--- src/hdl/pfe_pkg.sv ---
// Package: types, widths and codes of the polyline field engine.
`default_nettype none
package pfe_pkg;
	localparam int MAX_POINTS_DEF = 1024;

	localparam int CMD_W   = 2;
	localparam int COORD_W = 16;
	localparam int GAIN_W  = 16;
	localparam int FIELD_W = 32;
	localparam int COUNT_W = 11;
	localparam int STAT_W  = 2;

	localparam int VTX_W   = 3 * COORD_W;
	localparam int DIFF_W  = COORD_W + 1;
	localparam int CROSS_W = 2 * DIFF_W + 1;
	localparam int R2_W    = 2 * DIFF_W;
	localparam int ROOT_W  = R2_W / 2;
	localparam int DEN_W   = R2_W + ROOT_W;
	localparam int NUM_W   = GAIN_W + CROSS_W;
	localparam int FRAC_W  = 16;

	localparam logic [GAIN_W-1:0]  GAIN_RESET = 16'd2560;
	localparam logic [FIELD_W-1:0] FIELD_MAX  = 32'h7FFF_FFFF;
	localparam logic [FIELD_W-1:0] FIELD_MIN  = 32'h8000_0000;

	typedef enum logic [CMD_W-1:0] {
		CMD_APPEND = 2'd0,
		CMD_REMOVE = 2'd1,
		CMD_QUERY  = 2'd2
	} cmd_t;

	typedef enum logic [STAT_W-1:0] {
		STAT_OK    = 2'd0,
		STAT_FULL  = 2'd1,
		STAT_EMPTY = 2'd2,
		STAT_ZERO  = 2'd3
	} stat_t;

	typedef struct packed {
		logic [COORD_W-1:0] x;
		logic [COORD_W-1:0] y;
		logic [COORD_W-1:0] z;
	} vtx_t;

	// Exact difference of two signed Q8.8 coordinates.
	function automatic logic signed [DIFF_W-1:0] sub_coord(input logic [COORD_W-1:0] a,
			input logic [COORD_W-1:0] b);
		return $signed({a[COORD_W-1], a}) - $signed({b[COORD_W-1], b});
	endfunction
endpackage
`default_nettype wire

--- src/hdl/pfe_div.sv ---
// Bit-serial divider: floor(mag * 2^16 / den), 32 quotient bits plus overflow flag.
`default_nettype none
module pfe_div (
	input  wire logic                          clk,
	input  wire logic                          arst_n,
	input  wire logic                          start,
	input  wire logic [pfe_pkg::NUM_W-1:0]     mag,
	input  wire logic [pfe_pkg::DEN_W-1:0]     den,
	output logic                               done,
	output logic                               big,
	output logic      [pfe_pkg::FIELD_W-1:0]   quo
);
	import pfe_pkg::*;

	localparam int CNT_W = $clog2(FIELD_W);
	localparam int EXT_W = DEN_W + FRAC_W;

	logic [DEN_W-1:0]   rem_q;
	logic [DEN_W-1:0]   den_q;
	logic [FIELD_W-1:0] low_q;
	logic [FIELD_W-1:0] quo_q;
	logic [CNT_W-1:0]   cnt_q;
	logic               run_q;
	logic               done_q;
	logic               big_q;
	logic [DEN_W:0]     trial;
	logic               take;

	assign trial = {rem_q, low_q[FIELD_W-1]};
	assign take  = trial >= {1'b0, den_q};

	always_ff @(posedge clk or negedge arst_n) begin
		if (!arst_n) begin
			run_q  <= 1'b0;
			done_q <= 1'b0;
			cnt_q  <= '0;
		end else begin
			done_q <= !start && run_q && (cnt_q == CNT_W'(FIELD_W - 1));
			if (start) begin
				run_q <= 1'b1;
				cnt_q <= '0;
			end else if (run_q) begin
				cnt_q <= cnt_q + CNT_W'(1);
				if (cnt_q == CNT_W'(FIELD_W - 1)) begin
					run_q <= 1'b0;
				end
			end
		end
	end

	always_ff @(posedge clk) begin
		if (start) begin
			// quotient of 2^32 or more is clamped anyway
			big_q <= EXT_W'(mag) >= {den, FRAC_W'(0)};
			den_q <= den;
			rem_q <= DEN_W'(mag >> FRAC_W);
			low_q <= {mag[FRAC_W-1:0], (FIELD_W - FRAC_W)'(0)};
			quo_q <= '0;
		end else if (run_q) begin
			rem_q <= take ? DEN_W'(trial - {1'b0, den_q}) : trial[DEN_W-1:0];
			low_q <= low_q << 1;
			quo_q <= {quo_q[FIELD_W-2:0], take};
		end
	end

	assign done = done_q;
	assign big  = big_q;
	assign quo  = quo_q;
endmodule
`default_nettype wire

--- config.mk ---
export PLATFORM = sky130hd
export DESIGN_NAME = pfe_div
export DESIGN_NICKNAME = d
export VERILOG_FILES = /design/src/hdl/pfe_pkg.sv /design/src/hdl/pfe_div.sv
export SDC_FILE = /design/constraint.sdc
export NUM_CORES = 1
export LEC_CHECK = 0
export BUFFER_PORTS_ARGS = -buffer_cell sky130_fd_sc_hd__buf_4
export CORE_UTILIZATION = 53
export CTS_BUF_LIST = sky130_fd_sc_hd__clkbuf_8
export DETAILED_ROUTE_END_ITERATION = 7
export PLACE_DENSITY = 0.74
export REMOVE_ABC_BUFFERS = 1
export SYNTH_ARGS = -nofsm -noshare
export SYNTH_HDL_FRONTEND = slang
export SYNTH_SLANG_ARGS = --single-unit
--- constraint.sdc ---
create_clock -name clk -period 6.6 [get_ports clk]
set_input_delay 0.99 -clock clk [delete_from_list [all_inputs] [get_ports clk]]
set_output_delay 0.99 -clock clk [all_outputs]
set_load 0.1 [all_outputs]
* After elaboration in Yosys (flattened, before gate mapping)
Cells that the tools add are included.
Storage, ports and cells: output and inout port bits 34, latch bits 0, memory bits (writable) 0, bits in read-only memories 0, register bits 158, memories 0, input port bits 105
Operators by class: equality and inequality tests 1, muxes and demuxes 10, shifts and indexed selects 0, $lt $le $gt $ge 2, reductions and logical operators 4, div/mod/pow operators 0, multiply operators 0, add/sub/neg operators 2, bitwise gates (word level) 0
Operators with widths (number):
- 35-bit two-way mux | 2
- 51-bit by 67-bit >= comparator with 1-bit output | 1
- 32-bit two-way mux | 2
- 52-bit by 51-bit >= comparator with 1-bit output | 1
- 51-bit two-way mux | 1
- 51-bit subtractor | 1
- 5-bit two-way mux | 2
- 5-bit by 1-bit adder with 5-bit output (second input constant) | 1
- 5-bit equality test (second input constant) | 1
- 1-bit two-way mux | 3
- 1-bit logical AND | 2
- 2-bit nonzero test | 1
- 1-bit logical NOT | 1

* Longest topological paths before layout
Gate-level depths: netlist (run 1).
word-level depth 4, gate-level depth with buffers 15, mapped depth without buffers 13

* Least setup slack after synthesis (run 1)
No wires, ideal clock.
kind register to register, start point reg den_q[0], end point reg rem_q[8] (data pin), cell stages (with the launch flop) 15, library setup time 262 ps, buffers on the path 2, setup slack 3459 ps, period minus slack after synthesis 3141 ps, arrival 2879 ps, cell sequence edfxtp_1 ha_1 fa_1 nand2b_1 a21oi_2 o211ai_1 and2_1 o211a_1 o21a_1 or2_1 buf_6 buf_6 nand2_1 o31ai_1 mux2_1
Between the ends: word-level cells in the longest chain between the ends 4
RTL lines:
- start, declared | line pfe_div.sv:19 | logic [DEN_W-1:0] den_q;
- start signal, assigned | line pfe_div.sv:55 | den_q <= den;
- 51-bit subtractor or 52-bit by 51-bit >= comparator with 1-bit output (tied branches) | line pfe_div.sv:60, pfe_div.sv:30
- 51-bit two-way mux (*) | line pfe_div.sv:60 | rem_q <= take ? DEN_W'(trial - {1'b0, den_q}) : trial[DEN_W-1:0];
- 35-bit two-way mux (*) | line pfe_div.sv:59 | end else if (run_q) begin
- 35-bit two-way mux (*) | line pfe_div.sv:52 | if (start) begin
- end signal, assigned | line pfe_div.sv:56 | rem_q <= DEN_W'(mag >> FRAC_W);
- end signal, assigned | line pfe_div.sv:60
- end, declared | line pfe_div.sv:18 | logic [DEN_W-1:0] rem_q;
Every way passes the cells marked *; elsewhere a longest branch is shown, timed or not. The select of a mux whose other input is x is not followed. A chain may end at the register's enable or synchronous reset.

* Worst setup path in the final report (run 1)
start point reg low_q[31], end point reg rem_q[0] (data pin)
Between the ends: word-level cells in the longest chain between the ends 4
RTL lines:
- start, declared | line pfe_div.sv:20 | logic [FIELD_W-1:0] low_q;
- start signal, assigned | line pfe_div.sv:57 | low_q <= {mag[FRAC_W-1:0], (FIELD_W - FRAC_W)'(0)};
- start signal, assigned | line pfe_div.sv:61 | low_q <= low_q << 1;
- 51-bit subtractor or 52-bit by 51-bit >= comparator with 1-bit output (tied branches) | line pfe_div.sv:60, pfe_div.sv:30
- 51-bit two-way mux (*) | line pfe_div.sv:60
- 35-bit two-way mux (*) | line pfe_div.sv:59
- 35-bit two-way mux (*) | line pfe_div.sv:52
Marks and branches as above.

==> flow_summary.yaml, run 1 <==
floorplanning:
  dieHeight_um: 141.1
  ios: 139
  num_rows: 50
  die_x_um: 141.1
  coreArea_um2: 18830
  start_util: 0.5443
  fp.dieArea_um2: 19900
sta:
  slew_headroom: 0.2833
  max_freq_ghz: 0.2473
  rsz0062_at_grt: "false"
  setup_tns_ps: 0
  fin_crit_ps: 4043
  post-route-period-util: 0.6126
  fin_ws_ps: 2557
  worst_pin_slew_ps: 1075
  final-hold-violation-count: 0
  hold_slack_ps: 293.8
  drv_slew: 0
  setup_viol: 0
  skew_ps: 20.69
global_routing:
  grt_usage: 0.2408
  grt_max_degree: 64
  grt_overflow_total: 0
  antenna_found_initial: 0
  grt_pass1_wl_um: 38210
  grt_pass1_vias: 7858
synth:
  synth_edf_count: 103
  avgSynthCellArea_um2: 9.551
  ys_top_cells_by_area: "edfxtp_1, ha_1, dfxtp_1"
  synth_cell_type_count: 69
  yosysWarnings: 0
  synth_cells: 1073
  ys.flop_type: "edfxtp_1"
  seq_area_frac_synth: 0.4126
  netlist.area_leader.share: 0.3018
  ys_ff_latch: 158
  synth_top_cell_by_area: "edfxtp_1"
  synthArstFlopShare: 0.04430
  netlist_area_um2: 10250
route:
  drt_iter0_markers: 470
  num_vias: 8049
  vias_per_cell: 5.494
  first_pass_iters: 5
  routed_wl_um: 22910
  final_antenna_net_count: 0
  remaining_drc_errors: 0
  wl_per_cell_um: 15.63
clock_tree:
  cts_buffer_depth: 2
  cts_root_buf: "clkbuf_8"
  clk_pin_slew_ps: 110
  cts_buffers: 17
  cts_max_level: 4
  hold_buffers: 0
  clock-sinks: 158
  clk_latency_ps: 480
  post-cts-setup-buffers: 0
  cts_resized: 0
  tritoncts: "yes"
setup_path:
  ff2ff_setup_slack_ps: 2560
  path_cells: "inv_1 > ha_1 > fa_1 > nand2b_1 > a21oi_2 > o211ai_1 > and2_1 > o211a_1 > o21a_1 > nor2_4 > buf_4 > a21oi_1 > mux2_2"
  cp-end-kind: "flop"
  slowest_stage: "nor2_4"
  cp.required_ps: 6820
  critPathArrivalTime_ps: 4260
  start_kind: "flop"
  max_stage_delay_ps: 540
  path_class: "flop to flop"
  worstPathMaxFanout: 43
cells_and_area:
  n_antenna_cell: 0
  utilization: 0.6298
  fillers: 1591
  drive_above_1_share: 0.1959
  syn_to_final_growth_pct: 15.71
  fin_nets: 1386
job:
  maxCapViolCount: 0
place:
  portBuffers: 138
  place_ws_ps: 2582
  gp_congestion: 0.8881
  dp_hpwl_um: 17050
status:
  status: "complete, no violations"
worst_hold_path:
  min_path_type: "input pin to asynchronous set/reset pin"
pwr:
  peakVddDrop_uv: 175.1
  p_total_w: 0.002529
  p_leak_nw: 5.570
  powerDensity_nw_per_um2: 213.3
-- critical path, delay by kind of cell (launching register included) --
kind                     cells  cell delay, ps
AO/OA/AOI/OAI                5            1020
AND/OR/NAND/NOR              3             960
adder cells (fa/ha/maj)      2             590
buffers and inverters        2             570
flip-flops                   1             360
multiplexers                 1             270
-- cells by family (layout without fill, tap and decap cells) --
kind of cell	Yosys count	count (layout)	share of synthesized area
and+or+nand+nor	285	285	0.1278
AOI/OAI and AO/OA	262	262	0.1653
adders and majority gates	89	89	0.1094
DFF	158	158	0.4126
muxes	82	82	0.08570
xor gates and xnor gates	48	48	0.04102
buffers and inverters	149	281	0.05811
-- cells in the final DEF, fill, tap and decap left out, drive strengths merged, types with 6 or more instances in the layout --
master	count
a211oi	19
a21o	34
a21oi	97
a311oi	6
a31oi	8
buf	143
clkbuf	17
dfrtp	7
dfxtp	48
edfxtp	103
ha	88
inv	117
mux2	46
mux2i	36
nand2	73
nand2b	6
nand3	10
nand4	24
nor2	116
nor2b	9
nor3	9
nor4	12
o211ai	7
o21a	7
o21ai	44
o21bai	10
xnor2	28
xor2	20
-- synthesized netlist by cell type (8+ instances only) --
library cell,count
nor2_1,115
inv_1,106
edfxtp_1,103
a21oi_1,96
ha_1,88
nand2_1,73
dfxtp_1,48
mux2_2,45
mux2i_1,36
o21ai_0,36
a21o_1,34
xnor2_1,28
nand4_1,24
clkbuf_1,20
xor2_1,20
a211oi_1,19
buf_2,14
nor4_1,12
nand3_1,10
nor2b_1,9
o21bai_1,9
nor3_1,8
o21ai_1,8
-- metrics by stage --
stage | instance area (um2) | instances
final | 11860 | 1465
after global routing | 11860 | 1465
after CTS | 11860 | 1465
after detailed placement | 11460 | 1433
after global placement | 11460 | 1433
after floorplan | 10050 | 1030
-- metal layers --
metal | vias up | GRT usage | wire, um
li1 | 4092 | - | -
met1 | 3754 | 0.3336 | 11090
met2 | 173 | 0.3818 | 10360
met3 | 30 | 0.05401 | 1125
met4 | 0 | 0.06007 | 329
met5 | - | 0 | 0
-- report_power, final --
part	internal, W	switching, W	leakage, nW	total (W)
registers	0.00112	0.0000267	1.53	0.00115
logic	0.000282	0.000359	3.83	0.000641
clock network	0.000290	0.000450	0.209	0.000740
-- registers in the layout (all words and copies together), names as in the netlist --
| signal | cells |
|---|---|
| big | 1 |
| cnt_q | 5 |
| den_q | 51 |
| done | 1 |
| low_q | 16 |
| quo | 32 |
| rem_q | 51 |
| run_q | 1 |
-- final cells by class --
class | count | area [um2] | area share
Multi-Input combinational cell | 766 | 5429 | 0.4578
Sequential cell | 158 | 4230 | 0.3567
Timing Repair Buffer | 143 | 1077 | 0.09084
Inverter | 106 | 397.9 | 0.03355
Tap cell | 260 | 325.3 | 0.02743
Clock buffer | 17 | 234.0 | 0.01973
Clock inverter | 15 | 165.2 | 0.01393
-- path summary, 6_finish.rpt --
check,cells past startpoint,endpoint,startpoint
hold / removal,1,cnt_q[1],arst_n
hold reg to reg,2,rem_q[37],rem_q[36]
setup reg to reg,13,rem_q[0],low_q[31]
min in group clk,2,rem_q[37],rem_q[36]
max in group asynchronous,1,cnt_q[2],arst_n
setup / recovery,13,rem_q[0],low_q[31]
Power figures use the tool's default switching activity.
==> inputs of run 2 (changes only) <==
ABC_AREA = 1   (was default)
PLACE_DENSITY = 0.73   (was 0.74)
clock period = 4.15 ns   (was 6.6 ns; I/O delays follow)
==> flow_summary.yaml, run 2 <==
route:
  first_pass_iters: 7
  vias_per_cell: 5.159
  routed_wl_um: 35310
  num_vias: 11530
  wl_per_cell_um: 15.80
  remaining_drc_errors: 0
  drt_iter0_markers: 884
  final_antenna_net_count: 0
synth:
  synth_most_common_cell: "nand2_1"
  synth_cells: 1814
  synth_edf_count: 103
  netlist.area_leader.share: 0.2571
  synthArstFlopShare: 0.04430
  ys_ff_latch: 158
  synth_common_cells: "nand2_1, inv_1, nand3_1"
  ys_top_cells_by_area: "edfxtp_1, nand2_1, inv_1"
  netlist_area_um2: 12030
  seq_area_frac_synth: 0.3515
  avgSynthCellArea_um2: 6.632
  ys.flop_type: "edfxtp_1"
  synth_cell_type_count: 40
  yosysWarnings: 0
  synth_top_cell_by_area: "edfxtp_1"
setup_path:
  critPathMostFrequentCell: "nand3_1"
  cp.required_ps: 4530
  max_stage_delay_ps: 550
  worstPathMaxFanout: 52
  cp-end-kind: "flop"
  path_buf_inv: 1
  slowest_stage: "nand3_4"
  path_cells: "inv_1 > ha_1 > fa_1 > nand3b_1 > nand2_1 > nand4_1 > nand3_1 > nand2_2 > nand3_4 > nand3_1 > nand3_1 > nand2_1"
  path_class: "flop to flop"
  start_kind: "flop"
  critPathArrivalTime_ps: 3480
  crit_family: "simple AND/OR/NAND/NOR gates"
global_routing:
  grt_pass1_vias: 11291
  grt_pass1_wl_um: 56640
  antenna_found_initial: 0
  grt_max_degree: 66
  grt_usage: 0.3098
  grt_overflow_total: 0
clock_tree:
  clock-sinks: 158
  post-cts-setup-buffers: 0
  clk_latency_ps: 490
  cts_buffers: 17
  cts_resized: 0
  clk_pin_slew_ps: 120
  tritoncts: "yes"
  cts_max_level: 4
  cts_root_buf: "clkbuf_8"
  hold_buffers: 1
  cts_buffer_depth: 2
sta:
  slew_headroom: 0.3685
  rsz0062_at_grt: "false"
  worst_pin_slew_ps: 946.2
  setup_viol: 0
  setup_tns_ps: 0
  max_freq_ghz: 0.3221
  drv_slew: 0
  skew_ps: 25.73
  fin_crit_ps: 3104
  post-route-period-util: 0.7481
  final-hold-violation-count: 0
  fin_ws_ps: 1046
place:
  dp_hpwl_um: 27450
  portBuffers: 138
  gp_congestion: 1.030
  place_ws_ps: 1084
pwr:
  peakVddDrop_uv: 306.4
  p_leak_nw: 7.627
  pwr-share-clk: 0.158
  powerDensity_nw_per_um2: 563.3
  p_int_w: 0.003917
  sw_frac_of_total: 0.4938
  pwr-share-seq: 0.283
  power_switching_w: 0.003821
  comb_power_share: 0.559
cells_and_area:
  fin_nets: 2136
  fillers: 2144
  mostFrequentLayoutCell: "nand2_1"
  utilization: 0.6236
  n_antenna_cell: 0
  final-seq-area_um2: 4229
  multi_input_comb_area_um2: 5982
  drive_above_1_share: 0.1043
  mostFrequentLayoutCells: "nand2_1, inv_1, buf_4"
  syn_to_final_growth_pct: 14.18
floorplanning:
  ios: 139
  dieHeight_um: 152.7
  num_rows: 54
  start_util: 0.5462
  coreArea_um2: 22030
  die_x_um: 152.7
  fp.dieArea_um2: 23310
status:
  status: "complete, no violations"
job:
  maxCapViolCount: 0
worst_hold_path:
  min_path_type: "input pin to flop"
run 2: cells by family after synthesis:
| group | after synthesis | synth area share |
|---|---|---|
| buf+inv | 477 | 0.1514 |
| simple gates | 957 | 0.3344 |
| xor+xnor | 25 | 0.01820 |
| flops | 158 | 0.3515 |
| compound gates | 108 | 0.05128 |
| fa+ha+maj | 89 | 0.09319 |
run 2: worst paths after layout:
check	from	end	slack (ps)	cells after the start
setup / recovery	low_q[31]	rem_q[43]	1050	12
hold / removal	den[24]	den_q[24]	310	1
setup reg to reg	low_q[31]	rem_q[43]	1050	12
hold reg to reg	quo[31]	quo[31]	480	2
max in group asynchronous	arst_n	run_q	3560	2
min in group asynchronous	arst_n	cnt_q[2]	460	2
run 2: final cells by class:
class | count | area share
multi-input cells | 1179 | 0.4355
flip-flops and latches | 158 | 0.3079
clock buffers | 17 | 0.01703
inverters | 438 | 0.1197
well taps | 280 | 0.02551
repair buffers | 148 | 0.08198
clock inverters | 15 | 0.01239
run 2: power groups by stage:
stage / clock network (W) / registers (W) / logic, W
global route: 0.00129 / 0.00222 / 0.00488
global placement: 0 / 0.00221 / 0.00419
detailed placement: 0 / 0.00222 / 0.00425
finish: 0.00122 / 0.00219 / 0.00432
floorplan: 0 / 0.00223 / 0.00304
CTS: 0.00124 / 0.00219 / 0.00428
run 2: routing by layer:
metal  vias to the layer above  wire [um]  global-route usage
met4                         0        816              0.1082
met5                         -          0                   0
met3                        55       2452             0.05717
met2                       373      16030              0.5142
li1                       5896          -                   -
met1                      5206      16010              0.4046
run 2: through the flow:
step	std cells	total power (W)	cell area, um2	hold slack, ps
6_report	2235	0.007738	13740	305.1
3_3_place_gp	2202	0.006395	13320	437.7
2_1_floorplan	1775	0.005270	11850	326.9
5_1_grt	2235	0.008389	13740	291.4
4_1_cts	2235	0.007707	13740	286.3
3_5_place_dp	2202	0.006467	13320	438.1
