--- config.mk ---
export PLATFORM = sky130hd
export DESIGN_NAME = pfe_isqrt
export DESIGN_NICKNAME = d
export VERILOG_FILES = /design/src/hdl/pfe_pkg.sv /design/src/hdl/pfe_isqrt.sv
export SDC_FILE = /design/constraint.sdc
export NUM_CORES = 1
export LEC_CHECK = 0
export BUFFER_PORTS_ARGS = -buffer_cell sky130_fd_sc_hd__buf_2
export CAP_MARGIN = 10
export CORE_AREA = 2 2 162 164
export DETAILED_ROUTE_END_ITERATION = 10
export DIE_AREA = 0 0 164 166
export GPL_TIMING_DRIVEN = 0
export PLACE_DENSITY = 0.43
export SYNTH_ARGS = -nofsm -noshare
export SYNTH_HDL_FRONTEND = slang
export SYNTH_SLANG_ARGS = --single-unit
--- constraint.sdc ---
create_clock -name clk -period 7.4 [get_ports clk]
set_input_delay 0.74 -clock clk [delete_from_list [all_inputs] [get_ports clk]]
set_output_delay 0.74 -clock clk [all_outputs]
set_load 0.05 [all_outputs]
--- src/hdl/pfe_pkg.sv ---
// Package: types, widths and codes of the polyline field engine.
`default_nettype none
package pfe_pkg;
	localparam int MAX_POINTS_DEF = 1024;

	localparam int CMD_W   = 2;
	localparam int COORD_W = 16;
	localparam int GAIN_W  = 16;
	localparam int FIELD_W = 32;
	localparam int COUNT_W = 11;
	localparam int STAT_W  = 2;

	localparam int VTX_W   = 3 * COORD_W;
	localparam int DIFF_W  = COORD_W + 1;
	localparam int CROSS_W = 2 * DIFF_W + 1;
	localparam int R2_W    = 2 * DIFF_W;
	localparam int ROOT_W  = R2_W / 2;
	localparam int DEN_W   = R2_W + ROOT_W;
	localparam int NUM_W   = GAIN_W + CROSS_W;
	localparam int FRAC_W  = 16;

	localparam logic [GAIN_W-1:0]  GAIN_RESET = 16'd2560;
	localparam logic [FIELD_W-1:0] FIELD_MAX  = 32'h7FFF_FFFF;
	localparam logic [FIELD_W-1:0] FIELD_MIN  = 32'h8000_0000;

	typedef enum logic [CMD_W-1:0] {
		CMD_APPEND = 2'd0,
		CMD_REMOVE = 2'd1,
		CMD_QUERY  = 2'd2
	} cmd_t;

	typedef enum logic [STAT_W-1:0] {
		STAT_OK    = 2'd0,
		STAT_FULL  = 2'd1,
		STAT_EMPTY = 2'd2,
		STAT_ZERO  = 2'd3
	} stat_t;

	typedef struct packed {
		logic [COORD_W-1:0] x;
		logic [COORD_W-1:0] y;
		logic [COORD_W-1:0] z;
	} vtx_t;

	// Exact difference of two signed Q8.8 coordinates.
	function automatic logic signed [DIFF_W-1:0] sub_coord(input logic [COORD_W-1:0] a,
			input logic [COORD_W-1:0] b);
		return $signed({a[COORD_W-1], a}) - $signed({b[COORD_W-1], b});
	endfunction
endpackage
`default_nettype wire

--- src/hdl/pfe_isqrt.sv ---
// Iterative integer square root, one result bit per cycle.
`default_nettype none
module pfe_isqrt (
	input  wire logic                         clk,
	input  wire logic                         arst_n,
	input  wire logic                         start,
	input  wire logic [pfe_pkg::R2_W-1:0]     n,
	output logic                              done,
	output logic      [pfe_pkg::ROOT_W-1:0]   root
);
	import pfe_pkg::*;

	logic [R2_W-1:0] rem_q;
	logic [R2_W-1:0] res_q;
	logic [R2_W-1:0] bit_q;
	logic            run_q;
	logic            done_q;
	logic [R2_W:0]   trial;

	assign trial = {1'b0, res_q} + {1'b0, bit_q};

	always_ff @(posedge clk or negedge arst_n) begin
		if (!arst_n) begin
			run_q  <= 1'b0;
			done_q <= 1'b0;
		end else begin
			done_q <= !start && run_q && bit_q[0];
			if (start) begin
				run_q <= 1'b1;
			end else if (run_q && bit_q[0]) begin
				run_q <= 1'b0;
			end
		end
	end

	always_ff @(posedge clk) begin
		if (start) begin
			rem_q <= n;
			res_q <= '0;
			bit_q <= R2_W'(1) << (R2_W - 2);
		end else if (run_q) begin
			if ({1'b0, rem_q} >= trial) begin
				rem_q <= rem_q - trial[R2_W-1:0];
				res_q <= (res_q >> 1) + bit_q;
			end else begin
				res_q <= res_q >> 1;
			end
			bit_q <= bit_q >> 2;
		end
	end

	assign done = done_q;
	assign root = res_q[ROOT_W-1:0];
endmodule
`default_nettype wire

Yosys cells after proc, flatten, opt, wreduce, memory -nomap -nowiden:

Cells that the tools add are included.

* flip-flop bits (word level): 87
* memories kept: 0
* word-level logic and storage cells: 23
* memory bits (read-only): 0
* input bits: 37
* output and inout port bits: 18
* memory bits (writable): 0
* latch bits: 0

* eq/ne operators: 0
* add/subtract/negate cells: 3
* reductions and logical operators: 8
* multiply operators: 0
* shift-type cells: 0
* mux-type cells: 6
* order comparisons: 1
* div/mod/pow operators: 0
* bitwise logic cells: 0

Operators with widths (number)
* $mux 34: 4
* $add 34x33->35: 1
* $ge 34x35->1: 1
* $add 33x33->34: 1
* $sub 34x34->34: 1
* $reduce_bool 2->1: 3
* $logic_and 1x1->1: 3
* $mux 1: 2
* $reduce_and 2->1: 1
* $logic_not 1->1: 1

Logic depth before layout (Yosys ltp):

Gate-level depths: netlist of run 1.

* depth in word-level cells: 5
* gate-level depth with buffers: 23

Worst setup path after synthesis of run 1:

No wires, ideal clock.

* kind: reg2reg
* from: reg res_q[4]
* to: reg rem_q[0] (enable)
* data required time: 6928 ps
* path slack: 655 ps
* arrival: 6273 ps
* clock period less this slack: 6745 ps
* setup time: 472 ps
* stages on the path, launching flop included: 19
* cells stage by stage: dfxtp_1 > ha_1 > a211oi_1 > a211o_1 > o31ai_1 > a21oi_1 > o31ai_1 > a31oi_1 > xor2_1 > ha_1 > nand3_1 > nor3_1 > a41oi_1 > nand4_1 > nand3_1 > a41oi_2 > nand2_1 > buf_2 > o21ai_0

* longest elaborated chain between the ends: 4

Ends and longest elaborated chain
* start: declaration: RTL line pfe_isqrt.sv:14 `logic [R2_W-1:0] res_q;`
* start signal: assignment: RTL line pfe_isqrt.sv:44 `res_q <= (res_q >> 1) + bit_q;`
* start signal: assignment: RTL line pfe_isqrt.sv:46 `res_q <= res_q >> 1;`
* $add 34x33->35: RTL line pfe_isqrt.sv:20 `assign trial = {1'b0, res_q} + {1'b0, bit_q};`
* $ge 34x35->1: RTL line pfe_isqrt.sv:42 `if ({1'b0, rem_q} >= trial) begin`
* $reduce_bool 2->1 (no line)
* $reduce_and 2->1 (no line)
* end signal: assignment: RTL line pfe_isqrt.sv:38 `rem_q <= n;`
* end signal: assignment: RTL line pfe_isqrt.sv:43 `rem_q <= rem_q - trial[R2_W-1:0];`
* end: declaration: RTL line pfe_isqrt.sv:13 `logic [R2_W-1:0] rem_q;`

Every way passes these cells.
A chain may end at the register's enable or synchronous reset.

Final worst setup path of run 1:

* from: reg res_q[4]
* to: reg rem_q[26] (enable)

The elaborated chain is that of the path after synthesis.

==> reports/metrics.yaml, run 1 <==
status:
  status: "completed"
sta:
  setup_viol: 0
  finalHoldViolations: 0
  max_freq_ghz: 0.1638
  relSlewSlack: 0.4604
  rsz0062_at_grt: "false"
  period_share: 0.8248
  timing_max_transition_violations_final: 0
  setup_tns_ns: 0
  post-route-min-period_ns: 6.103
  fin_skew_ns: 0.01318
  worstMarginPinSlew_ns: 0.8094
cells_and_area:
  nFillCells: 2714
  nets: 1083
  multiInputGateArea_um2: 5044
  layoutNonFillerInstCount: 1315
  seq_area_um2: 2092
  final_cell_mix: "nand2_1 (88), nor2_1 (81), o21ai_0 (71)"
  antennaDiodeCount: 0
  drive_gt1_frac: 0.1388
  synthToLayoutAreaGrowth_pct: 13.43
  mostFrequentLayoutCell: "nand2_1"
cts:
  holdBufCountCts: 0
  postCtsSetupRepairBufs: 0
  cts.sinks: 87
  cts_buffer_depth: 2
  cts.htree.levels: 3
  cts_tree: "yes"
  cts_root_buf: "clkbuf_16"
  clk_pin_slew_ns: 0.08
  clk_latency_ns: 0.37
  numCtsBuffers: 9
  cts-resized-gates: 0
worst_setup_path:
  rrSetupSlack_ns: 1.30
  worstRegToRegCells: 19
  r2r_start: "res_q[4]"
  crit_path_end_kind: "register"
  crit_type: "reg2reg"
  cp.arrival_ns: 6.16
  reg2reg_to: "rem_q[26]"
  crit_path_max_fanout: 22
  worstPathRequired_ns: 7.46
  startpoint_type: "register"
yosys:
  synth_fp_nets: 1018
  synth_edf_count: 34
  yosysSeqAreaShare: 0.2769
  synth-main-ff-cell: "dfxtp_1"
  yosysWarnings: 0
  async_flop_share: 0.02299
  syn_area_per_cell_um2: 8.302
  syn-cell-area_um2: 7555
  synth.distinct_cells: 64
  synth_seq_cells: 87
  synth_cells: 910
grt:
  grt.total_usage: 0.1786
  grt_overflow: 0
  antenna_found_initial: 0
  grt_pass1_vias: 6621
  grt_max_degree: 23
  grt_pass1_wl_mm: 37.87
placement:
  place_inst: 1299
  hpwl_mm: 18.70
  place.gp.congestion: 0.8103
  io_buffers: 53
routing:
  firstDrtPassIters: 5
  avgRoutedWirePerCell_um: 18.33
  drt_iter0_drc: 449
  drc: 0
  antenna_left: 0
  routed_wl_mm: 24.11
  vias: 6842
  viasPerCell: 5.203
floorplan:
  floorplan.initialDensity: 0.2949
  die_h_um: 166
  boundaryPins: 55
  rows: 59
  core_um2: 25620
  dieWidth_um: 164
  die_area_um2: 27220
min_path:
  hold_class: "in2async"
power:
  power_frac_clock: 0.148
  ir_worst_vdd_v: 0.0001961
  p_int_mw: 1.714
  switching_share: 0.4708
  power_frac_seq: 0.238
  p_per_area_nw_per_um2: 377.9
  pwr-share-comb: 0.614
  netSwitchingPower_mw: 1.525
  leakage_nw: 3.535
run:
  cap_viol_max_count: 0
[worst max path at each step]
stage                   from         to  slack, ns  depth (start not counted)
floorplan           res_q[4]   rem_q[0]       0.66                         18
finish              res_q[4]  rem_q[26]       1.30                         19
detailed placement  res_q[4]  rem_q[26]       1.46                         19
CTS                 res_q[4]  rem_q[26]       1.39                         19
global placement    res_q[4]  rem_q[26]      -2.33                         18
global route        res_q[4]  rem_q[26]       0.94                         19
[power groups by stage]
stage	Sequential [mW]	Combinational (mW)	Clock, mW
global placement	0.808	1.96	0
global route	0.786	2.20	0.505
finish	0.772	1.99	0.480
floorplan	0.761	1.48	0
detailed placement	0.780	1.98	0
CTS	0.771	1.99	0.492
[layout make-up]
cell class                 instances  share of cell area
sequential                        87              0.2441
clock inverter                     6            0.007008
buffer                            60             0.03840
tap                              335             0.04891
timing repair buffer              54             0.03329
inverter                          27             0.01183
multi-input combinational        736              0.5886
clock buffer                      10             0.02789
[synthesized netlist by cell type, types with 28 or more instances]
cell	number	area share
xnor2_1	35	0.041
edfxtp_1	34	0.14
o21ai_0	72	0.048
a31oi_1	33	0.027
nor2_1	81	0.040
xor2_1	45	0.052
nand2_1	88	0.044
a21oi_1	58	0.038
dfxtp_1	51	0.14
ha_1	70	0.12
mux2i_1	28	0.037
nand3_1	28	0.019
[flip-flops by register name (all words and copies together), names as in the netlist]
signal / cells
bit_q: 17
res_q: 34
run_q: 1
rem_q: 34
done: 1
[routing by layer]
metal / vias up / global-route usage / wire length, µm
met4: 0 / 0.04615 / 365
met3: 26 / 0.01698 / 723
met2: 116 / 0.2821 / 10760
li1: 3487 / - / -
met1: 3213 / 0.2597 / 12260
met5: - / 0 / 0
[critical path, stage by stage (launching register included)]
cell and delay [ns]:
dfxtp_1 0.59, ha_1 0.29, a211oi_1 0.10, a211o_1 0.37, o31ai_1 0.51, a21oi_1 0.17
o31ai_1 0.47, a31oi_1 0.16, xor2_1 0.18, ha_1 0.41, nand3_1 0.13, nor3_1 0.40
a41oi_1 0.29, nand4_1 0.17, nand3_1 0.10, a41oi_2 0.25, nand2_1 0.13, buf_2 0.26
o21ai_4 0.52, buf_12 0.25
[per-stage QoR]
step / hold slack (ns) / worst slack (ns) / area, µm² / utilization / power [mW]
6_report: 0.1401 / 1.297 / 8569 / 0.3345 / 3.238
5_1_grt: 0.1367 / 0.9426 / 8569 / 0.3345 / 3.493
4_1_cts: 0.1324 / 1.392 / 8569 / 0.3345 / 3.252
3_5_place_dp: 0.5273 / 1.457 / 8270 / 0.3229 / 2.755
3_3_place_gp: 0.5272 / -2.335 / 8239 / 0.3216 / 2.769
2_1_floorplan: 0.4444 / 0.6551 / 7555 / - / 2.237
[cells by family after synthesis]
group / Yosys count / share of synthesized area
AND/OR/NAND/NOR: 265 / 0.1595
XOR/XNOR: 80 / 0.09275
buffers and inverters: 87 / 0.05697
AO/OA/AOI/OAI: 284 / 0.2463
flip-flops: 87 / 0.2769
multiplexers: 36 / 0.04902
adder cells (fa/ha/maj): 71 / 0.1186
No activity file was read; power rests on OpenSTA's default activity.
==> run 2, diff against run 1 <==
ABC_AREA = 1   (was default)
CORE_AREA = 2 2 177 179   (was 2 2 162 164)
DIE_AREA = 0 0 179 181   (was 0 0 164 166)
clock period = 6.06 ns   (was 7.4 ns; I/O delays follow)
==> run 2 against run 1 <==
Sequential power is 36% higher. Critical path depth is 2 higher. Register-to-register slack worse by 0.61 ns. Worst hold slack worse by 0.10 ns. Clock power is 24% higher. Design area is 18% higher. Wire length is 36% higher. Clock-buffer cell count is 1 lower. Largest cell class unchanged.
==> reports/metrics.yaml, run 2 <==
cells_and_area:
  postLayoutCoreUtil: 0.3323  # -0.002208
  final_cell_mix: "nand2_1 (409), inv_1 (176), nand3_1 (134)"
  nets: 1616  # +49%
  synthToLayoutAreaGrowth_pct: 11.94
  nFillCells: 3468  # +28%
  multiInputGateArea_um2: 5921  # +17%
  mostFrequentLayoutCell: "nand2_1"
  seq_area_um2: 2092  # unchanged
  drive_gt1_frac: 0.08664  # -0.05214
  finalInstanceArea_um2: 10090  # +18%
  antennaDiodeCount: 0  # unchanged
  largest_registers: "rem_q (34), res_q (34), bit_q (17)"
  layoutNonFillerInstCount: 1908  # +45%
grt:
  grt_pass1_vias: 9202  # +39%
  grt_overflow: 0  # unchanged
  grt.total_usage: 0.2060  # +0.02736
  antenna_found_initial: 0  # unchanged
  grt_max_degree: 35  # +52%
  grt_pass1_wl_mm: 51.18  # +35%
worst_setup_path:
  worstPathRequired_ns: 6.11  # -1.35 ns
  cpMaxStageDelayCell: "o21ai_0"
  cp.depth: 21  # +2
  worstRegToRegCells: 21  # +2
  crit_path_max_fanout: 34  # +55%
  critPathBufInv: 2  # unchanged
  cp.arrival_ns: 5.42  # -0.74 ns
  crit_path_end_kind: "register"
  r2r_start: "res_q[4]"
  path_cells: "ha_1, nand2_1, nor2_1, a21oi_1, o21ai_0, a21oi_1, o21ai_0, xor2_1, ha_1, nand2_1, nor2_1, nand2_1, nor3_1, nand4_1, nand3_1, nand2_2, nand2_4, buf_6, nand2_1, nand2_2, buf_12"
  cp-startpoint: "res_q[4]"
  startpoint_type: "register"
  crit_path_max_incr_delay_ns: 0.46  # -0.13 ns
  cp_top_family: "simple AND/OR/NAND/NOR gates"
  crit_type: "reg2reg"
  cpMostUsedCell: "nand2_1"
placement:
  place_inst: 1893  # +46%
  io_buffers: 53  # unchanged
  dpl_cell_area_um2: 9793  # +18%
  place.gp.congestion: 0.9348  # +15%
  hpwl_mm: 27.01  # +44%
yosys:
  synth_fp_nets: 1551  # +52%
  yosysWarnings: 0  # unchanged
  synth_edf_count: 34  # unchanged
  yosysSeqAreaShare: 0.2322  # -0.04472
  async_flop_share: 0.02299  # unchanged
  synth_seq_cells: 87  # unchanged
  synth.distinct_cells: 50  # -22%
  syn-cell-area_um2: 9010  # +19%
  synth_area_leaders: "nand2_1 (17%), dfxtp_1 (11%), edfxtp_1 (11%)"
  ys_top_cells_by_count: "nand2_1 (410), inv_1 (176), nand3_1 (134)"
  yosys.area.top_type: "nand2_1"
  yosysTopAreaCellShare: 0.1708  # +0.03567
  synth-main-ff-cell: "dfxtp_1"
  yosysMostFrequentCell: "nand2_1"
  syn_area_per_cell_um2: 6.244  # -25%
  synth_cells: 1443  # +59%
routing:
  avgRoutedWirePerCell_um: 17.12  # -6.6%
  drt_iter0_drc: 577  # +29%
  vias: 9218  # +35%
  viasPerCell: 4.831  # -7.1%
  firstDrtPassIters: 5  # unchanged
  antenna_left: 0  # unchanged
  routed_wl_mm: 32.67  # +36%
  drc: 0  # unchanged
sta:
  fin_skew_ns: 0.01240  # -0.0007837 ns
  post-route-min-period_ns: 5.377  # -0.7262 ns
  period_share: 0.8873  # +0.06254
  finalHoldViolations: 0  # unchanged
  relSlewSlack: 0.3621  # -0.09826
  setup_viol: 0  # unchanged
  whs_ns: 0.03835  # -0.1018 ns
  rsz0062_at_grt: "false"
  worstMarginPinSlew_ns: 0.9568  # +0.1474 ns
  max_freq_ghz: 0.1860  # +14%
  timing_max_transition_violations_final: 0  # unchanged
min_path:
  hold_class: "in2async"
cts:
  cts-resized-gates: 0  # unchanged
  clk_pin_slew_ns: 0.07  # about the same
  postCtsSetupRepairBufs: 0  # unchanged
  cts_root_buf: "clkbuf_16"
  cts.sinks: 87  # unchanged
  clk_latency_ns: 0.36  # about the same
  cts_tree: "yes"
  cts.htree.levels: 3  # unchanged
  holdBufCountCts: 0  # unchanged
  cts_buffer_depth: 2  # unchanged
  numCtsBuffers: 9  # unchanged
floorplan:
  dieWidth_um: 179  # +9.1%
  die_area_um2: 32400  # +19%
  boundaryPins: 55  # unchanged
  core_um2: 30350  # +18%
  die_h_um: 181  # +9.0%
  floorplan.initialDensity: 0.2969  # +0.001950
  rows: 64  # +8.5%
power:
  leakage_nw: 4.632  # +31%
  ir_worst_vdd_v: 0.0002228  # +14%
  p_per_area_nw_per_um2: 492.2  # +30%
status:
  status: "completed"
run:
  cap_viol_max_count: 0  # unchanged
## run 2: cell count changes after synthesis, sizes merged, moves of 12 or more
| cell | delta |
|---|---|
| nor2 | +45 |
| a31oi | -28 |
| nand3 | +107 |
| inv | +149 |
| a211oi | -20 |
| mux2i | -28 |
| o21ai | +12 |
| a21oi | +57 |
| nand2 | +329 |
| o31ai | -13 |
| a21o | -14 |
## run 2: kinds of logic after synthesis
group	after synthesis	share of synthesized area
simple gates	744	0.3512
compound gates	243	0.1469
buf+inv	237	0.1110
flops	87	0.2322
fa+ha+maj	71	0.09943
xor+xnor	61	0.05930
## run 2: report_power, final
group	internal [mW]	leakage (nW)	switching [mW]	total (mW)
sequential	0.874	0.792	0.178	1.05
combinational	1.16	3.70	2.15	3.32
clock	0.322	0.143	0.273	0.595
## run 2: final cells by class
| type | instances | share of cell area |
|---|---|---|
| Buffer | 60 | 0.03325 |
| Tap cell | 396 | 0.04913 |
| Sequential cell | 87 | 0.2074 |
| Timing Repair Buffer | 54 | 0.02828 |
| Multi-Input combinational cell | 1119 | 0.5870 |
| Clock inverter | 6 | 0.006699 |
| Clock buffer | 9 | 0.02233 |
| Inverter | 177 | 0.06587 |
## run 2: metal layers
metal  wire, µm  GRT usage  part of all wire
met1      15900     0.2840              0.49
met2      15450     0.3443              0.47
met3        679    0.01578             0.021
met4        639    0.05398             0.020
met5          0          0                 0
## run 2: final timing paths
| path | end | slack, ns |
|---|---|---|
| max in group asynchronous | done | 5.91 |
| max reg2reg | rem_q[21] | 0.68 |
| max | rem_q[21] | 0.68 |
| min | run_q | 0.04 |
| min in group clk | rem_q[27] | 0.51 |
| min reg2reg | res_q[0] | 0.51 |
## run 2: stage by stage
step | worst slack [ns] | total power, mW | setup TNS [ns]
6_report | 0.6827 | 4.964 | 0
5_1_grt | 0.2318 | 5.470 | 0
4_1_cts | 0.5126 | 4.981 | 0
3_5_place_dp | 0.5299 | 4.370 | 0
3_3_place_gp | -0.4200 | 4.358 | -14.23
2_1_floorplan | 1.557 | 3.452 | 0
